File: src/design/pfe_pkg.sv
// shared types and constants for the postfix expression evaluator
// no dependencies; imported by pfe_div, postfix_expression_evaluator_unit and its testbench
package pfe_pkg;

    localparam int DATA_W = 32;

    // character codes
    localparam logic [7:0] CHAR_END   = 8'h00;
    localparam logic [7:0] CHAR_SPACE = 8'h20;
    localparam logic [7:0] CHAR_STAR  = 8'h2A;
    localparam logic [7:0] CHAR_PLUS  = 8'h2B;
    localparam logic [7:0] CHAR_MINUS = 8'h2D;
    localparam logic [7:0] CHAR_SLASH = 8'h2F;
    localparam logic [7:0] CHAR_DIG0  = 8'h30;
    localparam logic [7:0] CHAR_DIG9  = 8'h39;

    // value of an empty pop
    localparam logic [DATA_W-1:0] EMPTY_VALUE = '1;

    typedef logic [DATA_W-1:0] t_word;

    // sticky error flags of one expression
    typedef struct packed {
        logic div_zero;
        logic overflow;
        logic underflow;
    } t_flags;

endpackage

File: src/design/pfe_ram.sv
// generic single write, single read ram with registered read data
// no dependencies
module pfe_ram #(
    parameter int WIDTH = 32,
    parameter int DEPTH = 32
) (
    input  logic                     i_clk,
    input  logic                     i_we,
    input  logic [$clog2(DEPTH)-1:0] i_waddr,
    input  logic [WIDTH-1:0]         i_wdata,
    input  logic                     i_re,
    input  logic [$clog2(DEPTH)-1:0] i_raddr,
    output logic [WIDTH-1:0]         o_rdata
);

    logic [WIDTH-1:0] r_mem [DEPTH];
    logic [WIDTH-1:0] r_rdata;

    // write port and registered read port
    always_ff @(posedge i_clk) begin
        if (i_we) begin
            r_mem[i_waddr] <= i_wdata;
        end
        if (i_re) begin
            r_rdata <= r_mem[i_raddr];
        end
    end

    assign o_rdata = r_rdata;

endmodule

File: src/design/pfe_div.sv
// signed 32-bit divider, restoring, one quotient bit per cycle
// depends on pfe_pkg; divisor must be nonzero, truncates toward zero
module pfe_div (
    input  logic          i_clk,
    input  logic          i_rst_n,
    input  logic          i_start,
    input  pfe_pkg::t_word i_dividend,
    input  pfe_pkg::t_word i_divisor,
    output logic          o_done,
    output pfe_pkg::t_word o_quotient
);
    import pfe_pkg::*;

    localparam int CNT_W = $clog2(DATA_W);
    localparam logic [CNT_W-1:0] LAST = CNT_W'(DATA_W - 1);

    logic             r_busy;
    logic             r_done;
    logic [CNT_W-1:0] r_cnt;
    t_word            r_rem;
    t_word            r_quo;
    t_word            r_dvs;
    logic             r_neg;
    logic [DATA_W:0]  w_sh;
    logic [DATA_W:0]  w_diff;

    // shift in next dividend bit and trial subtract
    assign w_sh   = {r_rem, r_quo[DATA_W-1]};
    assign w_diff = w_sh - {1'b0, r_dvs};

    // control
    always_ff @(posedge i_clk) begin
        if (!i_rst_n) begin
            r_busy <= 1'b0;
            r_done <= 1'b0;
            r_cnt  <= '0;
        end else begin
            r_done <= 1'b0;
            if (i_start) begin
                r_busy <= 1'b1;
                r_cnt  <= '0;
            end else if (r_busy) begin
                r_cnt <= r_cnt + 1'b1;
                if (r_cnt == LAST) begin
                    r_busy <= 1'b0;
                    r_done <= 1'b1;
                end
            end
        end
    end

    // datapath on magnitudes
    always_ff @(posedge i_clk) begin
        if (i_start) begin
            r_rem <= '0;
            r_quo <= i_dividend[DATA_W-1] ? (~i_dividend + 1'b1) : i_dividend;
            r_dvs <= i_divisor[DATA_W-1] ? (~i_divisor + 1'b1) : i_divisor;
            r_neg <= i_dividend[DATA_W-1] ^ i_divisor[DATA_W-1];
        end else if (r_busy) begin
            r_rem <= w_diff[DATA_W] ? w_sh[DATA_W-1:0] : w_diff[DATA_W-1:0];
            r_quo <= {r_quo[DATA_W-2:0], ~w_diff[DATA_W]};
        end
    end

    assign o_done     = r_done;
    assign o_quotient = r_neg ? (~r_quo + 1'b1) : r_quo;

endmodule

File: src/design/postfix_expression_evaluator_unit.sv
// postfix expression evaluator: one character per beat, value stack in ram
// depends on pfe_pkg, pfe_ram, pfe_div
//
//  channel  | direction | handshake          | payload
//  ---------+-----------+--------------------+------------------------------------
//  char in  | in        | i_valid / o_ready  | i_char_code
//  result   | out       | o_valid / i_ready  | o_result_value, o_*_seen flags
//
// digit, space: idle only; end character: pop_t, pop_s, out, held while a result waits;
// + - * and unknown characters: pop_t, pop_s, exec, push; / adds div for a nonzero divisor.
// the steps are set by the single ram port pair: each pop is one read, each push one write.
// reset clears the stack count, accumulator, last result and flags; ram is not cleared.
// a result beat holds in its output register; a further end character waits until it is taken.
module postfix_expression_evaluator_unit #(
    parameter int STACK_DEPTH = 32
) (
    input  logic                       i_clk,
    input  logic                       i_rst_n,
    input  logic                       i_valid,
    output logic                       o_ready,
    input  logic [7:0]                 i_char_code,
    output logic                       o_valid,
    input  logic                       i_ready,
    output logic signed [31:0]         o_result_value,
    output logic                       o_underflow_seen,
    output logic                       o_overflow_seen,
    output logic                       o_div_zero_seen
);
    import pfe_pkg::*;

    localparam int ADDR_W = $clog2(STACK_DEPTH);
    localparam int CNT_W  = $clog2(STACK_DEPTH + 1);
    localparam logic [CNT_W-1:0] FULL = CNT_W'(STACK_DEPTH);

    typedef enum logic [2:0] {
        S_IDLE,
        S_POP_T,
        S_POP_S,
        S_EXEC,
        S_DIV,
        S_PUSH,
        S_OUT
    } t_state;

    t_state           r_state;
    logic [7:0]       r_char;
    logic [CNT_W-1:0] r_count;
    t_word            r_accum;
    logic             r_in_number;
    t_word            r_last;
    t_flags           r_flags;
    t_word            r_t;
    t_word            r_res;
    logic             r_from_mem;
    logic             r_o_valid;
    t_word            r_o_value;
    t_flags           r_o_flags;

    logic             w_accept;
    logic             w_digit;
    t_word            n_accum;
    t_word            w_s;
    t_word            w_t;
    logic             w_we;
    logic [ADDR_W-1:0] w_waddr;
    t_word            w_wdata;
    logic             w_re;
    logic [ADDR_W-1:0] w_raddr;
    t_word            w_rdata;
    logic             w_div_start;
    logic             w_div_done;
    t_word            w_quot;

    assign w_accept = i_valid && o_ready;
    assign w_digit  = (i_char_code >= CHAR_DIG0) && (i_char_code <= CHAR_DIG9);

    // digit accumulation: accum * 10 + digit, wrapping
    always_comb begin
        t_word base;
        base    = r_in_number ? r_accum : '0;
        n_accum = (base << 3) + (base << 1) + {24'd0, i_char_code - CHAR_DIG0};
    end

    // popped values: ram data when a read was issued, else the empty value
    assign w_t = r_from_mem ? w_rdata : r_t;
    assign w_s = r_from_mem ? w_rdata : EMPTY_VALUE;

    // ram port control
    always_comb begin
        w_we    = 1'b0;
        w_waddr = r_count[ADDR_W-1:0];
        w_wdata = r_accum;
        w_re    = 1'b0;
        w_raddr = ADDR_W'(r_count - 1'b1);
        if (r_state == S_IDLE && w_accept && !w_digit && r_in_number && r_count < FULL) begin
            w_we = 1'b1;
        end
        if (r_state == S_PUSH && r_count < FULL) begin
            w_we    = 1'b1;
            w_wdata = r_res;
        end
        if ((r_state == S_POP_T || (r_state == S_POP_S && r_char != CHAR_END))
            && r_count != '0) begin
            w_re = 1'b1;
        end
    end

    assign w_div_start = (r_state == S_EXEC) && (r_char == CHAR_SLASH) && (r_t != '0);

    pfe_ram #(
        .WIDTH (DATA_W),
        .DEPTH (STACK_DEPTH)
    ) u_stack (
        .i_clk   (i_clk),
        .i_we    (w_we),
        .i_waddr (w_waddr),
        .i_wdata (w_wdata),
        .i_re    (w_re),
        .i_raddr (w_raddr),
        .o_rdata (w_rdata)
    );

    pfe_div u_div (
        .i_clk      (i_clk),
        .i_rst_n    (i_rst_n),
        .i_start    (w_div_start),
        .i_dividend (w_s),
        .i_divisor  (r_t),
        .o_done     (w_div_done),
        .o_quotient (w_quot)
    );

    // sequencer, stack state and output register
    always_ff @(posedge i_clk) begin
        if (!i_rst_n) begin
            r_state     <= S_IDLE;
            r_count     <= '0;
            r_accum     <= '0;
            r_in_number <= 1'b0;
            r_last      <= '0;
            r_flags     <= '0;
            r_from_mem  <= 1'b0;
            r_o_valid   <= 1'b0;
        end else begin
            // result beat taken; the end state reloads the register itself
            if (r_o_valid && i_ready && r_state != S_OUT) begin
                r_o_valid <= 1'b0;
            end
            unique case (r_state)
                S_IDLE: begin
                    if (w_accept) begin
                        r_char <= i_char_code;
                        if (w_digit) begin
                            r_accum     <= n_accum;
                            r_in_number <= 1'b1;
                        end else begin
                            // close an open number with a push
                            if (r_in_number) begin
                                r_in_number <= 1'b0;
                                if (r_count < FULL) begin
                                    r_count <= r_count + 1'b1;
                                end else begin
                                    r_flags.overflow <= 1'b1;
                                end
                            end
                            if (i_char_code != CHAR_SPACE) begin
                                r_state <= S_POP_T;
                            end
                        end
                    end
                end
                S_POP_T: begin
                    r_t <= EMPTY_VALUE;
                    if (r_count != '0) begin
                        r_count    <= r_count - 1'b1;
                        r_from_mem <= 1'b1;
                    end else begin
                        r_from_mem      <= 1'b0;
                        r_flags.underflow <= 1'b1;
                    end
                    r_state <= S_POP_S;
                end
                S_POP_S: begin
                    r_t <= w_t;
                    if (r_char == CHAR_END) begin
                        r_from_mem <= 1'b0;
                        r_state    <= S_OUT;
                    end else begin
                        if (r_count != '0) begin
                            r_count    <= r_count - 1'b1;
                            r_from_mem <= 1'b1;
                        end else begin
                            r_from_mem      <= 1'b0;
                            r_flags.underflow <= 1'b1;
                        end
                        r_state <= S_EXEC;
                    end
                end
                S_EXEC: begin
                    r_from_mem <= 1'b0;
                    r_state    <= S_PUSH;
                    case (r_char)
                        CHAR_PLUS:  r_res <= w_s + r_t;
                        CHAR_MINUS: r_res <= w_s - r_t;
                        CHAR_STAR:  r_res <= w_s * r_t;
                        CHAR_SLASH: begin
                            if (r_t == '0) begin
                                r_res            <= '0;
                                r_flags.div_zero <= 1'b1;
                            end else begin
                                r_state <= S_DIV;
                            end
                        end
                        default:    r_res <= r_last;
                    endcase
                end
                S_DIV: begin
                    if (w_div_done) begin
                        r_res   <= w_quot;
                        r_state <= S_PUSH;
                    end
                end
                S_PUSH: begin
                    r_last <= r_res;
                    if (r_count < FULL) begin
                        r_count <= r_count + 1'b1;
                    end else begin
                        r_flags.overflow <= 1'b1;
                    end
                    r_state <= S_IDLE;
                end
                S_OUT: begin
                    // emit once the output register is free, then clear the expression
                    if (!r_o_valid || i_ready) begin
                        r_o_valid   <= 1'b1;
                        r_o_value   <= r_t;
                        r_o_flags   <= r_flags;
                        r_count     <= '0;
                        r_accum     <= '0;
                        r_in_number <= 1'b0;
                        r_last      <= '0;
                        r_flags     <= '0;
                        r_state     <= S_IDLE;
                    end
                end
                default: r_state <= S_IDLE;
            endcase
        end
    end

    assign o_ready          = (r_state == S_IDLE);
    assign o_valid          = r_o_valid;
    assign o_result_value   = r_o_value;
    assign o_underflow_seen = r_o_flags.underflow;
    assign o_overflow_seen  = r_o_flags.overflow;
    assign o_div_zero_seen  = r_o_flags.div_zero;

endmodule

File: config.mk
export PLATFORM = sky130hd
export DESIGN_NAME = postfix_expression_evaluator_unit
export DESIGN_NICKNAME = d
export VERILOG_FILES = /design/src/design/pfe_pkg.sv /design/src/design/pfe_ram.sv /design/src/design/pfe_div.sv /design/src/design/postfix_expression_evaluator_unit.sv
export SDC_FILE = /design/constraint.sdc
export NUM_CORES = 2
export LEC_CHECK = 0
export BUFFER_PORTS_ARGS = -buffer_cell sky130_fd_sc_hd__buf_2
export CAP_MARGIN = 10
export CORE_MARGIN = 10
export CORE_UTILIZATION = 56
export CTS_CLUSTER_DIAMETER = 120
export DETAILED_ROUTE_END_ITERATION = 16
export HOLD_SLACK_MARGIN = 0.12
export PLACE_DENSITY = 0.72
export SLEW_MARGIN = 15
export SYNTH_ARGS = -nofsm -noshare
export SYNTH_HDL_FRONTEND = slang
export SYNTH_HIERARCHICAL = 1
export SYNTH_SLANG_ARGS = --single-unit
File: constraint.sdc
create_clock -name i_clk -period 17.29 [get_ports i_clk]
set_input_delay 1.729 -clock i_clk [delete_from_list [all_inputs] [get_ports i_clk]]
set_output_delay 1.729 -clock i_clk [all_outputs]
set_load 0.02 [all_outputs]
### Word-level counts from Yosys, hierarchy flattened

Memories as Yosys holds them, arrays and structs flattened. A register that Yosys moved wholly into a read port is not among the register bits.
Cells that the tools add are included.

* $add $sub $neg: 12
* $mul: 1
* div/mod/pow operators: 0
* $lt $le $gt $ge: 3
* equal/unequal tests: 25
* shift-type cells: 0
* muxes and demuxes: 67
* bitwise logic cells: 7
* reduce and logical (&&, ||, !) cells: 47

Operators by type and width (count)
* 2-to-1 mux 32 bit: 13
* case mux 32 bit (2 select lines): 4
* case mux 32 bit (4 select lines): 1
* adder 32 x 1 -> 32 bit (second input constant): 3
* inverter 32 bit: 3
* adder 32 bit: 2
* 2-to-1 mux 31 bit: 2
* 2-to-1 mux 6 bit: 7
* subtractor 33 x 32 -> 33 bit: 1
* adder 32 x 8 -> 32 bit: 1
* equality test 8 x 6 -> 1 bit (second input constant): 4
* zero test 32 bit: 1
* multiplier 32 x 32 -> 32 bit: 1
* nonzero test 32 bit: 1
* subtractor 32 bit: 1
* case mux 6 bit (5 select lines): 1
* 2-to-1 mux 1 bit: 27
* 2-to-1 mux 3 bit: 6
* case mux 3 bit (6 select lines): 1
* AND reduction 3 bit: 5
* inequality test 2 x 1 -> 1 bit (second input constant): 7
* logical AND 1 bit: 13
* AND reduction 4 bit: 3
* nonzero test 2 bit: 6
* 32 further kinds: 48

* flip-flop bits (word level): 290
* latch bits: 0
* memory bits (writable): 1024
* bits in read-only memories: 0
* input port bits: 12
* output and inout bits: 37
* logic and storage cells: 188
* memories: 1

Memory list
* u_stack.r_mem: depth 32, bits a word 32, read ports 1, clocked after Yosys merged registers in 1, wr ports 1, RTL line pfe_ram.sv:16 `logic [WIDTH-1:0] r_mem [DEPTH];`

### Longest topological paths before layout

* depth in word-level cells: 10
* depth in mapped cells: 29

### Modules after synthesis

The synthesis kept the hierarchy.

By module, submodules not included
* pfe_ram: times used 1, cells an instance 2260, area each 40812.9 µm²
* postfix_expression_evaluator_unit: times used 1, cells an instance 3107, area each 28173.3 µm²
* pfe_div: times used 1, cells an instance 904, area each 7713.6 µm²

### Least setup slack after synthesis

No wires, ideal clock.

* path kind: flip-flop to flip-flop
* start: reg r_from_mem
* end: reg r_res[31], data pin
* setup time: 0.259 ns
* arrival: 7.080 ns
* setup slack: 9.950 ns
* stages on the path, launching flop included: 29
* clock period less this slack: 7.340 ns
* cells stage by stage: dfxtp_1 clkbuf_2 buf_2 nand2b_1 clkbuf_1 nand2_1 fa_1 inv_1 fa_1 fa_1 inv_1 fa_1 inv_1 fa_1 inv_1 fa_1 inv_1 fa_1 fa_1 ha_1 a21oi_1 o21ai_0 o21bai_1 a221o_1 o211ai_1 a21oi_1 o21a_1 o21ai_0 a21oi_1

* word-level cells in the longest chain between the ends: 4
* elaborated cells between the ends (all ways): 6
* those cells by class: add/sub (2); mul (1); mux (3)

Ends and longest elaborated chain
* start, declared: RTL line postfix_expression_evaluator_unit.sv:54 `logic r_from_mem;`
* start signal, assigned: RTL line postfix_expression_evaluator_unit.sv:142 `r_from_mem <= 1'b0;`
* start signal, assigned: RTL line postfix_expression_evaluator_unit.sv:176 `r_from_mem <= 1'b1;`
* start signal, assigned: RTL line postfix_expression_evaluator_unit.sv:178 `r_from_mem <= 1'b0;`
* 2-to-1 mux 32 bit *: RTL line postfix_expression_evaluator_unit.sv:86 `assign w_s = r_from_mem ? w_rdata : EMPTY_VALUE;`
* via w_s[7]: RTL line postfix_expression_evaluator_unit.sv:62 `t_word w_s;`
* multiplier 32 x 32 -> 32 bit, or another cell as far along: RTL line postfix_expression_evaluator_unit.sv:205 `CHAR_STAR: r_res <= w_s * r_t;`
* case mux 32 bit (4 select lines) *: RTL line postfix_expression_evaluator_unit.sv:202 `case (r_char)`
* case mux 32 bit (2 select lines) *: RTL line postfix_expression_evaluator_unit.sv:149 `unique case (r_state)`
* end signal, assigned: RTL line postfix_expression_evaluator_unit.sv:203 `CHAR_PLUS: r_res <= w_s + r_t;`
* end signal, assigned: RTL line postfix_expression_evaluator_unit.sv:204 `CHAR_MINUS: r_res <= w_s - r_t;`
* end signal, assigned: RTL line postfix_expression_evaluator_unit.sv:205
* end, declared: RTL line postfix_expression_evaluator_unit.sv:53 `t_word r_res;`

The timed path passes the listed nets; every way through them passes the cells marked *.
A chain may end at the register's enable or synchronous reset.

### Final worst setup path

* start: reg r_from_mem
* end: reg r_res[27], data pin

* word-level cells in the longest chain between the ends: 4
* elaborated cells between the ends (all ways): 6
* those cells by class: add/sub (2); mul (1); mux (3)

Ends and longest elaborated chain (RTL line)
* 2-to-1 mux 32 bit *: postfix_expression_evaluator_unit.sv:86
* multiplier 32 x 32 -> 32 bit, or another cell as far along: postfix_expression_evaluator_unit.sv:205
* case mux 32 bit (4 select lines) *: postfix_expression_evaluator_unit.sv:202
* case mux 32 bit (2 select lines) *: postfix_expression_evaluator_unit.sv:149

Every way passes the cells marked *; elsewhere a longest branch is shown, timed or not.

==> flow_metrics.env <==
export IMPL_synth_cell_type_count=84
export IMPL_relSlewSlack=0.193
export IMPL_cts_buffers=143
export IMPL_syn_area_mm2=0.0767
export IMPL_grt_pass1_vias=50900
export IMPL_cts_sinks=1346
export IMPL_clk_transition_reported_paths_ps=60
export IMPL_cts_tree="done"
export IMPL_grt_overflow_total=0
export IMPL_track_usage=0.266
export IMPL_grt_max_degree=109
export IMPL_cp_required_ps=17780
export IMPL_synth_common_cells="1228 x edfxtp_1, 533 x nand2_1, 526 x mux2i_1"
export IMPL_port_buffers=48
export IMPL_tightest_slew_ps=1210
export IMPL_totalWireLength_um=204000
export IMPL_dpl_cell_count=7879
export IMPL_dieHeight_um=390
export IMPL_die_area_mm2=0.152
export IMPL_status="finished, final reports clean"
export IMPL_synth_warning_count=6
export IMPL_areaGrowthSynthToFinish_pct=8.92
export IMPL_crit_fanout=34
export IMPL_cp_end_kind="flip-flop"
export IMPL_drt_iter0_drc=5254
export IMPL_cp_slowest_cell="nand2b_1"
export IMPL_avgSynthCellArea_um2=12.2
export IMPL_min_path_type="flip-flop to flip-flop"
export IMPL_max_stage_delay_ps=700
export IMPL_synth_flop_cell="edfxtp_1"
export IMPL_whs_ps=458
export IMPL_path_common_cell="fa_1"
export IMPL_async_flop_share=0
export IMPL_worstSetupStartpointType="flip-flop"
export IMPL_die_x_um=390
export IMPL_synth_area_leaders="edfxtp_1 48%, fa_1 11%, mux2i_1 6.9%"
export IMPL_post_route_period_util=0.496
export IMPL_antenna_cells=0
export IMPL_rows=135
export IMPL_cts_hold_fix_buffers=0
export IMPL_cts_root_buffer_cell="clkbuf_16"
export IMPL_pin_count=49
export IMPL_drtPass1Iterations=7
export IMPL_ctsHtreeMaxLevel=4
export IMPL_path_buf_inv=3
export IMPL_finalSetupViolCount=0
export IMPL_initial_core_util=0.565
export IMPL_clkLatencyLatePin_ps=780
export IMPL_synth_edf_count=1228
export IMPL_crit_chain="buf_4 -> nand2b_1 -> and2_1 -> fa_1 -> fa_1 -> fa_1 -> inv_1 -> fa_1 -> inv_1 -> fa_1 -> fa_1 -> fa_1 -> fa_1 -> ha_1 -> nand2_1 -> nor2_1 -> nand2_1 -> a2111oi_0 -> nor2_1 -> o21bai_1 -> xnor2_1 -> a221oi_1 -> a211oi_1"
export IMPL_dp_hpwl_um=127000
export IMPL_yosysMostFrequentCell="edfxtp_1"
export IMPL_core_area_mm2=0.136
export IMPL_min_period_ps=8580
export IMPL_cts_buffer_depth=3
export IMPL_detail_route_antenna_nets=0
export IMPL_netlist_area_leader_share=0.481
export IMPL_yosysTopAreaCell="edfxtp_1"
export IMPL_drc=0
export IMPL_antenna_found_initial=7
export IMPL_syn_inst=6271
export IMPL_max_freq_ghz=0.117
export IMPL_synth_seq_cells=1346
export IMPL_syn_nets=6951
export IMPL_vias=50200
export IMPL_final_setup_tns_ps=0
export IMPL_wl_per_cell_um=25.0
export IMPL_slew_violations=0
export IMPL_post_cts_resized=0
export IMPL_ys_seq_area_frac=0.512
export IMPL_gp_congestion=0.979
export IMPL_critPathKind="flip-flop to flip-flop"
export IMPL_grt_pass1_wl_um=311000
export IMPL_post_cts_buffers=0
export IMPL_routed_via_density=6.16
export IMPL_num_fill_cells=10500
export IMPL_drive_above_1_share=0.0768
export IMPL_arrival_ps=9070
export IMPL_nets=6923
export IMPL_skew_ps=50.4
export IMPL_rsz0062_at_grt="no"
export IMPL_maxCapViolCount=0
export IMPL_hold_viol_final=0
export IMPL_crit_family="adder cells"
export IMPL_instances_no_fill=8136
-- worst paths after layout --
kind	startpoint	end	slack, ps	cells after the start
setup reg to reg	r_from_mem$_SDFFE_PN0P_	r_res[27]$_DFFE_PP_	8710	23
setup / recovery	r_from_mem$_SDFFE_PN0P_	r_res[27]$_DFFE_PP_	8710	23
hold / removal	u_div/r_rem[8]$_SDFFE_PP0P_	u_div/r_rem[9]$_SDFFE_PP0P_	460	2
hold reg to reg	u_div/r_rem[8]$_SDFFE_PP0P_	u_div/r_rem[9]$_SDFFE_PP0P_	460	2
-- registers in the layout, indices dropped and copies added, names as in the netlist, 3 cells and up --
register,count
u_stack/r_mem,1024
r_last,32
r_flags,3
o_result_value,32
u_stack/o_rdata,32
r_t,32
r_char,8
u_div/r_quo,32
u_div/r_dvs,32
r_count,6
r_res,32
u_div/r_rem,32
r_state,3
u_div/r_cnt,5
r_accum,32
-- stage by stage --
step                       util  area [um^2]  setup WS, ps
after floorplan               -        76700          9950
after global placement    0.581        78900          9050
after detailed placement  0.581        78900          8810
after CTS                 0.615        83500          8790
after global routing      0.615        83500          8400
final                     0.615        83500          8710
-- metal layers --
layer / global-route usage / share of wire / vias up
met5: 0 / 0.00015 / -
met4: 0.104 / 0.042 / 4
met3: 0.0431 / 0.077 / 445
met2: 0.443 / 0.48 / 2144
met1: 0.349 / 0.40 / 25300
li1: - / - / 22300
-- cells in the final DEF, fill, tap and decap left out, types with 49 or more instances in the layout --
master	instances
edfxtp_1	1228
nand2_1	532
mux2i_1	526
inv_1	474
fa_1	416
and2_1	342
a21oi_1	321
ha_1	252
nor2_1	231
nand3_1	170
xnor2_1	154
clkbuf_16	146
o21ai_0	119
dfxtp_1	116
buf_4	116
a22oi_1	115
xor2_1	99
or3_1	69
a22o_1	66
nor3_1	64
nand2b_1	63
a31oi_1	49
-- worst reg2reg max path, stage by stage, from the launching register on --
cell	delay (ps)
dfxtp_1	370
buf_4	390
nand2b_1	740
and2_1	460
fa_1	460
fa_1	530
fa_1	530
inv_1	50
fa_1	470
inv_1	50
fa_1	500
fa_1	580
fa_1	450
fa_1	450
ha_1	370
nand2_1	110
nor2_1	270
nand2_1	80
a2111oi_0	630
nor2_1	150
o21bai_1	190
xnor2_1	100
a221oi_1	250
a211oi_1	90
-- layout make-up --
cell class                 instances  area, um^2  share of cell area
sequential                      1346       39200               0.470
inverter                         476        1790              0.0215
multi-input combinational       4109       34400               0.412
clock inverter                    74         845              0.0101
tap                             1781        2230              0.0267
clock buffer                     183        3830              0.0459
timing repair buffer             167        1170              0.0140
-- cell families (layout without fill, tap and decap cells) --
| family | after synthesis | after routing | synth area share |
|---|---|---|---|
| adders and majority gates | 668 | 668 | 0.150 |
| AOI/OAI and AO/OA | 967 | 967 | 0.0834 |
| buffers and inverters | 816 | 900 | 0.0439 |
| muxes | 561 | 561 | 0.0738 |
| xor gates and xnor gates | 262 | 262 | 0.0313 |
| DFF | 1346 | 1346 | 0.512 |
| and+or+nand+nor | 1651 | 1651 | 0.106 |
Power is left out: the tool's default activity adds up to more than one toggle a clock period on the data nets, which glitch-free logic cannot reach.
